[config.mk]
export PLATFORM = sky130hd
export DESIGN_NAME = quad_reload_down_timer_top
export DESIGN_NICKNAME = d
export VERILOG_FILES = /design/src/qrdt_pkg.sv /design/src/qrdt_timer_bank.sv /design/src/quad_reload_down_timer_top.sv
export SDC_FILE = /design/constraint.sdc
export NUM_CORES = 1
export LEC_CHECK = 0
export CAP_MARGIN = 20
export CORE_ASPECT_RATIO = 0.75
export CORE_UTILIZATION = 65
export DETAILED_ROUTE_END_ITERATION = 16
export DONT_BUFFER_PORTS = 1
export HOLD_SLACK_MARGIN = 0.08
export MAX_ROUTING_LAYER = met4
export PLACE_DENSITY = 0.81
export SLEW_MARGIN = 30
export SYNTH_ARGS = -nofsm -noshare
export SYNTH_HDL_FRONTEND = slang
export SYNTH_SLANG_ARGS = --single-unit
export TNS_END_PERCENT = 1
[constraint.sdc]
create_clock -name clk -period 3.08 [get_ports clk]
set_input_delay 0.154 -clock clk [delete_from_list [all_inputs] [get_ports clk]]
set_output_delay 0.154 -clock clk [all_outputs]
set_load 0.02 [all_outputs]
[src/qrdt_pkg.sv]
// ---------------------------------------------------------------------------
// qrdt_pkg
// Shared types and constants of the quad reload down timer.
// ---------------------------------------------------------------------------
package qrdt_pkg;

    // Number of timers; each owns a 16-byte register window
    localparam int NUM_TIMERS   = 4;
    localparam int STRIDE_BYTES = 16;
    localparam int ADDR_W       = 12;
    localparam int DATA_W       = 32;
    localparam int ABITS_W      = 7;
    localparam int IRQ_W        = 4;
    localparam int SLOT_W       = ADDR_W - $clog2(STRIDE_BYTES);

    localparam logic [ABITS_W-1:0] FULL_WORD_BITS = ABITS_W'(32);
    localparam logic [DATA_W-1:0]  ALL_ONES       = '1;

    // Item kind carried on the input side band
    typedef enum logic [1:0] {
        ACT_TICK  = 2'd0,
        ACT_WRITE = 2'd1,
        ACT_READ  = 2'd2
    } action_t;

    // Register slot within one timer window (address bits 3:2)
    typedef enum logic [1:0] {
        REG_COUNT   = 2'd0,
        REG_RELOAD  = 2'd1,
        REG_CONTROL = 2'd2,
        REG_EOI     = 2'd3
    } reg_slot_t;

    // Control register bit positions
    localparam int CTRL_PERIODIC = 0;
    localparam int CTRL_ENABLE   = 1;
    localparam int CTRL_IRQ_EN   = 2;

    // One registered item as seen by the timer bank
    typedef struct packed {
        logic                go;
        logic [1:0]          action;
        logic [ADDR_W-1:0]   address;
        logic [DATA_W-1:0]   write_data;
        logic [ABITS_W-1:0]  access_bits;
    } bank_req_t;

    // Result of one item, before the output register
    typedef struct packed {
        logic [DATA_W-1:0] read_data;
        logic              bad_width;
        logic [IRQ_W-1:0]  irq_lines;
    } bank_rsp_t;

endpackage

[src/qrdt_timer_bank.sv]
// ---------------------------------------------------------------------------
// qrdt_timer_bank
// Timer state and the combinational update for one tick or bus access.
// ---------------------------------------------------------------------------
module qrdt_timer_bank
    import qrdt_pkg::*;
(
    input  logic      clk,
    input  logic      rst_n,
    input  bank_req_t req,
    output bank_rsp_t rsp,
    output logic [IRQ_W-1:0] irq_now
);

    logic [DATA_W-1:0] count_reg  [NUM_TIMERS];
    logic [DATA_W-1:0] count_next [NUM_TIMERS];
    logic [DATA_W-1:0] reload_reg  [NUM_TIMERS];
    logic [DATA_W-1:0] reload_next [NUM_TIMERS];
    logic [NUM_TIMERS-1:0] on_reg, on_next;
    logic [NUM_TIMERS-1:0] periodic_reg, periodic_next;
    logic [NUM_TIMERS-1:0] irq_en_reg, irq_en_next;
    logic [NUM_TIMERS-1:0] pend_reg, pend_next;

    logic       width_ok;
    logic       is_tick;
    logic       do_write;
    logic       do_read;
    logic       aligned;
    reg_slot_t  slot;
    logic [SLOT_W-1:0] timer_sel;

    // Access decode
    always_comb
    begin
        width_ok  = (req.access_bits == FULL_WORD_BITS);
        is_tick   = req.go && (req.action == ACT_TICK);
        do_write  = req.go && (req.action == ACT_WRITE) && width_ok;
        do_read   = (req.action == ACT_READ) && width_ok;
        aligned   = (req.address[1:0] == 2'b00);
        slot      = reg_slot_t'(req.address[3:2]);
        timer_sel = req.address[ADDR_W-1 -: SLOT_W];
    end

    // Next state, read mux, flag and interrupt lines, all timers in parallel
    always_comb
    begin
        logic hit;
        rsp.read_data = '0;
        for (int i = 0; i < NUM_TIMERS; i++)
        begin
            hit            = aligned && (timer_sel == SLOT_W'(i));
            count_next[i]  = count_reg[i];
            reload_next[i] = reload_reg[i];
            on_next[i]       = on_reg[i];
            periodic_next[i] = periodic_reg[i];
            irq_en_next[i]   = irq_en_reg[i];
            pend_next[i]     = pend_reg[i];

            // Tick: count down, reload on reaching zero
            if (is_tick && on_reg[i])
            begin
                if (count_reg[i] <= DATA_W'(1))
                begin
                    count_next[i] = reload_reg[i];
                    if (!periodic_reg[i])
                        on_next[i] = 1'b0;
                    if (irq_en_reg[i])
                        pend_next[i] = 1'b1;
                end
                else
                begin
                    count_next[i] = count_reg[i] - DATA_W'(1);
                end
            end

            // Register write
            if (do_write && hit)
            begin
                unique case (slot)
                    REG_RELOAD:
                    begin
                        reload_next[i] = req.write_data;
                        count_next[i]  = req.write_data;
                    end
                    REG_CONTROL:
                    begin
                        periodic_next[i] = req.write_data[CTRL_PERIODIC];
                        on_next[i]       = req.write_data[CTRL_ENABLE];
                        irq_en_next[i]   = req.write_data[CTRL_IRQ_EN];
                    end
                    REG_EOI:     pend_next[i] = 1'b0;
                    default:     ;
                endcase
            end

            // Register read
            if (do_read && hit)
            begin
                unique case (slot)
                    REG_COUNT:   rsp.read_data = count_reg[i];
                    REG_RELOAD:  rsp.read_data = reload_reg[i];
                    REG_CONTROL: rsp.read_data = DATA_W'({irq_en_reg[i], on_reg[i],
                                                          periodic_reg[i]});
                    default:     ;
                endcase
            end
        end

        // Flag and interrupt lines after the step
        rsp.bad_width = ((req.action == ACT_WRITE) || (req.action == ACT_READ)) && !width_ok;
        rsp.irq_lines = '0;
        irq_now       = '0;
        for (int i = 0; i < IRQ_W; i++)
        begin
            if (i < NUM_TIMERS)
            begin
                rsp.irq_lines[i] = pend_next[i];
                irq_now[i]       = pend_reg[i];
            end
        end
    end

    // State registers
    always_ff @(posedge clk or negedge rst_n)
    begin
        if (!rst_n)
        begin
            for (int i = 0; i < NUM_TIMERS; i++)
            begin
                count_reg[i]  <= ALL_ONES;
                reload_reg[i] <= ALL_ONES;
            end
            on_reg       <= '0;
            periodic_reg <= '0;
            irq_en_reg   <= '0;
            pend_reg     <= '0;
        end
        else if (req.go)
        begin
            for (int i = 0; i < NUM_TIMERS; i++)
            begin
                count_reg[i]  <= count_next[i];
                reload_reg[i] <= reload_next[i];
            end
            on_reg       <= on_next;
            periodic_reg <= periodic_next;
            irq_en_reg   <= irq_en_next;
            pend_reg     <= pend_next;
        end
    end

endmodule

[src/quad_reload_down_timer_top.sv]
// ---------------------------------------------------------------------------
// quad_reload_down_timer_top
// Four reloadable down timers with a register window, one item per cycle while the output is not stalled.
// ---------------------------------------------------------------------------
//  Channel  | Dir | tdata (low bit up)                        | tuser
//  ---------+-----+-------------------------------------------+------------
//  s_axis   | in  | address[11:0] write_data[43:12]           | action[1:0]
//           |     | access_bits[50:44] zero[55:51]            |
//  m_axis   | out | read_data[31:0] irq_lines[35:32] zero[39:36] | bad_width
//
//  An accepted item is held in the input register while the timer bank
//  updates state, and the result is captured in the output register; one
//  item is taken every cycle while the output is not stalled.
//  A stalled output holds the input register; s_tready drops only when both
//  registers are full. Reset clears all timers to count/reload all ones,
//  disabled, one-shot, interrupts off and not pending.
// ---------------------------------------------------------------------------
module quad_reload_down_timer_top
    import qrdt_pkg::*;
(
    input  logic        clk,
    input  logic        rst_n,
    input  logic        s_tvalid,
    output logic        s_tready,
    input  logic [55:0] s_tdata,   // address, write_data, access_bits, zero fill
    input  logic [1:0]  s_tuser,   // action
    output logic        m_tvalid,
    input  logic        m_tready,
    output logic [39:0] m_tdata,   // read_data, irq_lines, zero fill
    output logic [0:0]  m_tuser    // bad_width
);

    logic              in_valid_reg;
    logic [1:0]        action_reg;
    logic [ADDR_W-1:0] address_reg;
    logic [DATA_W-1:0] wdata_reg;
    logic [ABITS_W-1:0] abits_reg;
    logic              out_valid_reg;
    bank_rsp_t         rsp_reg;
    logic              advance;
    bank_req_t         req;
    bank_rsp_t         rsp;
    logic [IRQ_W-1:0]  irq_now;

    // Pipeline control
    assign advance  = in_valid_reg && (!out_valid_reg || m_tready);
    assign s_tready = !in_valid_reg || advance;

    // Input register
    always_ff @(posedge clk or negedge rst_n)
    begin
        if (!rst_n)
            in_valid_reg <= 1'b0;
        else if (s_tready)
            in_valid_reg <= s_tvalid;
    end

    always_ff @(posedge clk)
    begin
        if (s_tready && s_tvalid)
        begin
            action_reg  <= s_tuser;
            address_reg <= s_tdata[11:0];
            wdata_reg   <= s_tdata[43:12];
            abits_reg   <= s_tdata[50:44];
        end
    end

    // Timer bank
    always_comb
    begin
        req.go          = advance;
        req.action      = action_reg;
        req.address     = address_reg;
        req.write_data  = wdata_reg;
        req.access_bits = abits_reg;
    end

    qrdt_timer_bank u_bank (
        .clk     (clk),
        .rst_n   (rst_n),
        .req     (req),
        .rsp     (rsp),
        .irq_now (irq_now)
    );

    // Output register
    always_ff @(posedge clk or negedge rst_n)
    begin
        if (!rst_n)
            out_valid_reg <= 1'b0;
        else if (advance)
            out_valid_reg <= 1'b1;
        else if (m_tready)
            out_valid_reg <= 1'b0;
    end

    always_ff @(posedge clk)
    begin
        if (advance)
            rsp_reg <= rsp;
    end

    assign m_tvalid = out_valid_reg;
    assign m_tdata  = {4'b0000, rsp_reg.irq_lines, rsp_reg.read_data};
    assign m_tuser  = rsp_reg.bad_width;

    // Checks
    a_bad_width_reads_zero: assert property (@(posedge clk) disable iff (!rst_n)
        m_tvalid && m_tuser[0] |-> m_tdata[31:0] == 32'd0)
        else $error("bad width transfer carries read data");

    a_hold_when_blocked: assert property (@(posedge clk) disable iff (!rst_n)
        in_valid_reg && !advance |=> in_valid_reg && $stable(action_reg))
        else $error("held input item lost");

    a_ready_only_when_full: assert property (@(posedge clk) disable iff (!rst_n)
        !s_tready |-> in_valid_reg && out_valid_reg && !m_tready)
        else $error("input stalled without full pipeline");

    a_pending_set_by_tick: assert property (@(posedge clk) disable iff (!rst_n)
        (|(irq_now & ~$past(irq_now))) |->
            $past(advance) && ($past(action_reg) == ACT_TICK))
        else $error("interrupt pending set without a tick");

endmodule

==> out/results.md <==
* **result of the run** finished, violations left
* **violations in the final reports** hold timing
* **total of endpoints with negative setup slack in the final report** 0
* **buffer depth of the longest clock path** 3
* **first-pass GRT wire length** 115000 µm
* **number of enable flip-flop cells after synthesis** 90
* **maximum achievable frequency** 342 MHz
* **total of max-cap violations** 0
* **min setup slack post-route** 0.153 ns
* **number of I/O port buffers** 0
* **I/O pin count** 105
* **number of distinct standard cells referenced by the synthesized netlist** 78
* **setup repair after global routing missed its margin** false
* **post-synthesis share of cell area spent on and, or, nand and nor gates** 24.2%
* **kind of path behind the tightest hold check** primary input to async pin
* **net switching power of the design** 3.08 mW
* **net count reported at finish** 2344
* **final count of hold timing violations** 274
* **compound-gate portion of the synthesized area** 15.9%
* **CTS Buf Count** 38
* **adder-cell share of the synthesized area** 0.680%
* **die width** 206 µm
* **DRC viols** 0
* **worst vdd rail ir drop** 0.672 mV
* **combinational power share** 9.3%
* **share of post-route cells with drive strength above 1** 19.5%
* **xor and xnor fraction of the mapped netlist area** 0.0865%
* **switching power as a share of total power** 26.9%
* **critical path peak fanout** 10
* **total iterations of the first detailed-routing run** 7
* **mean instance size in the synthesized netlist** 9.05 µm²
* **largest net degree at the start of global routing** 275
* **power per unit of standard cell area** 503 mW/mm²
* **leakage power figure** 8.93 nW
* **Arrival @ worst endpoint** 3.36 ns
* **Reg clk slew, reported paths** 0.06 ns
* **Main synth FF type** sky130_fd_sc_hd__dfstp_2
* **die area** 0.0319 mm²
* **Flop pwr share** 49.7%
* **fin crit period** 2.93 ns
* **Seq cells post-synth** 364
* **area growth from synthesis to layout** 12.5%
* **Starting DRT DRC Count** 3856
* **Initial Utilization** 66.6%
* **DR WL/cell** 28.9 µm
* **main combinational cell family by area after synthesis** simple AND/OR/NAND/NOR gates
* **Setup TNS** 0 ns
* **post-CTS setup buffer count** 0
* **proportion of synthesized flip-flops having asynchronous set or reset** 75.3%
* **CP top delay family** simple AND/OR/NAND/NOR gates
* **TritonCTS clock tree** built
* **buffer type at the clock tree root** sky130_fd_sc_hd__clkbuf_16
* **weighted congestion at the end of routability-driven global placement** 1.07
* **later-pin clock latency in the skew report** 0.55 ns
* **max-slew violation count** 0
* **hold buffers post-CTS** 56
* **final worst path period share** 95.0%
* **slew at the pin closest to its max-slew limit** 0.857 ns
* **commonest non-fill, non-tap cells in the layout** sky130_fd_sc_hd__nand2_1, sky130_fd_sc_hd__dfstp_2, sky130_fd_sc_hd__nor2_1, sky130_fd_sc_hd__mux2i_1, sky130_fd_sc_hd__a21oi_1
* **half-perimeter wire length after detailed placement** 54000 µm
* **sequential element share of the synthesized area** 48.8%
* **post-route clock skew** 0.0218 ns
* **Synthesis Warnings** 0
* **share of synthesized area spent on multiplexers** 6.88%
* **max-slew headroom at the worst pin** 42.9%
* **overall fraction of global-route tracks in use** 50.4%
* **antenna violations before repair** 3
* **H-tree lvl count** 2
* **Critical Path Start Type** flip-flop
* **classification of the worst setup path** flip-flop to flip-flop
* **DIE HEIGHT** 155 µm
* **Crit. End Element** flip-flop
* **clk sink count** 364
* **Core Rows** 55
* **slowest stage cell on the critical path** sky130_fd_sc_hd__nor4_1
* **CP peak stage delay** 0.67 ns
* **vias in the first global route** 18600
* **mapped cell area** 0.0202 mm²
* **post-detailed-route count of antenna-violating nets** 0
* **wire length reported by the detailed router** 78200 µm
* **total number of vias** 20000
* **design area** 0.0228 mm²
* **overall overflow remaining after global route** 0
* **internal portion of total power** 8.37 mW
* **Hold Slack** -0.681 ns
* **commonest non-fill, non-tap cell in the layout** sky130_fd_sc_hd__nand2_1
* **Clk network pwr share** 41.1%
* **post-DR vias/cell** 7.38
* **required time at the worst-slack endpoint** 3.52 ns
* **Bufs and invs on worst path** 1
* **cell-by-cell listing of the critical path** nor4_1 > and4_1 > and3_1 > buf_4 > nor3_1 > a221oi_1 > a21oi_1
* **area of the placeable core** 0.0304 mm²
* **worst slack at placement** 0.296 ns
* **total cell area at the placement stage** 0.0209 mm²
* **count of mapped cells out of synthesis** 2238
repair_timing:
item | CTS | global route
endpoints found under the hold margin | 329 | 274
gates resized for setup | 0 | 3
endpoints found under the setup margin | 0 | 7
kinds of logic after synthesis:
| group | Yosys count |
|---|---|
| other | 1 |
| xor gates and xnor gates | 2 |
| adders and majority gates | 11 |
| AOI/OAI and AO/OA | 489 |
| muxes | 138 |
| buffers and inverters | 176 |
| and+or+nand+nor | 1057 |
| DFF | 364 |
worst reg2reg max path: cells and delay by family, from the launching register on:
kind	cells	cell delay, ns
DFF	1	0.40
and+or+nand+nor	4	1.78
AOI/OAI and AO/OA	2	0.36
buffers and inverters	1	0.29
through the flow:
step | total power, mW | cells | util [%]
global route | 11.7 | 2703 | 74.9
CTS | 11.3 | 2700 | 74.8
global placement | 6.62 | 2574 | 68.9
finish | 11.5 | 2704 | 74.9
detailed placement | 6.66 | 2574 | 68.9
floorplan | 6.22 | 2241 | -
power by group through the flow:
stage | Clock, mW | Combinational, mW | Sequential, mW
6_report | 4.70 | 1.06 | 5.69
5_1_grt | 4.86 | 1.10 | 5.70
4_1_cts | 4.67 | 1.00 | 5.65
3_5_place_dp | 0 | 0.938 | 5.72
3_3_place_gp | 0 | 0.908 | 5.71
2_1_floorplan | 0 | 0.716 | 5.51
cells in the mapped netlist, drive strengths merged, types with 11 or more instances:
library cell	n	share of area (%)
buf	25	0.67
o311ai	12	0.52
nor4	55	2.0
o211ai	55	2.0
clkbuf	135	2.5
nor3	85	2.1
a31oi	35	1.1
dfstp	256	33
nor2	134	2.5
or2	11	0.34
o21ai	75	1.9
a211oi	14	0.52
nand4	23	0.71
mux2i	129	6.4
a21oi	121	3.0
ha	11	0.68
nand3	90	2.2
or4	20	0.78
o22ai	55	1.7
nand2	533	9.9
o221ai	31	1.3
and2	11	0.34
o21a	12	0.44
edfxtp	90	13
or3	29	0.90
and3	19	0.59
inv	16	0.30
dfrtp	18	2.2
worst paths after layout:
check                                                       start  cells after the start  slack (ns)                                 to
worst max register to register  u_bank.count_reg[115]$_DFFE_PN1P_                      7        0.15  u_bank.count_reg[101]$_DFFE_PN1P_
max in group asynchronous                                   rst_n                      0        3.17      u_bank.irq_now[3]$_DFFE_PN0P_
worst max-delay path            u_bank.count_reg[115]$_DFFE_PN1P_                      7        0.15  u_bank.count_reg[101]$_DFFE_PN1P_
worst min register to register  u_bank.reload_reg[77]$_DFFE_PN1P_                      2        0.46  u_bank.reload_reg[77]$_DFFE_PN1P_
min in group clk                                         s_tvalid                      1        0.21           address_reg[9]$_DFFE_PP_
worst min-delay path                                        rst_n                      0       -0.68      u_bank.irq_now[0]$_DFFE_PN0P_
metal layers:
layer | track usage (%) | up-vias | part of all wire, %
met2 | 66.5 | 1842 | 40
met1 | 69.5 | 9516 | 38
li1 | - | 8286 | -
met5 | - | - | 0
met4 | 21.2 | 0 | 5.1
met3 | 18.2 | 318 | 17
area by class of cell:
cell class                 instances  area [µm²]
clock inverter                    12         116
tap                              399         499
clock buffer                      58        1130
multi-input combinational       1701        9730
timing repair buffer             150        1350
fill                            2129        7640
antenna                            4        10.0
inverter                          16        60.1
sequential                       364        9880
No activity file was read; power rests on OpenSTA's default activity.
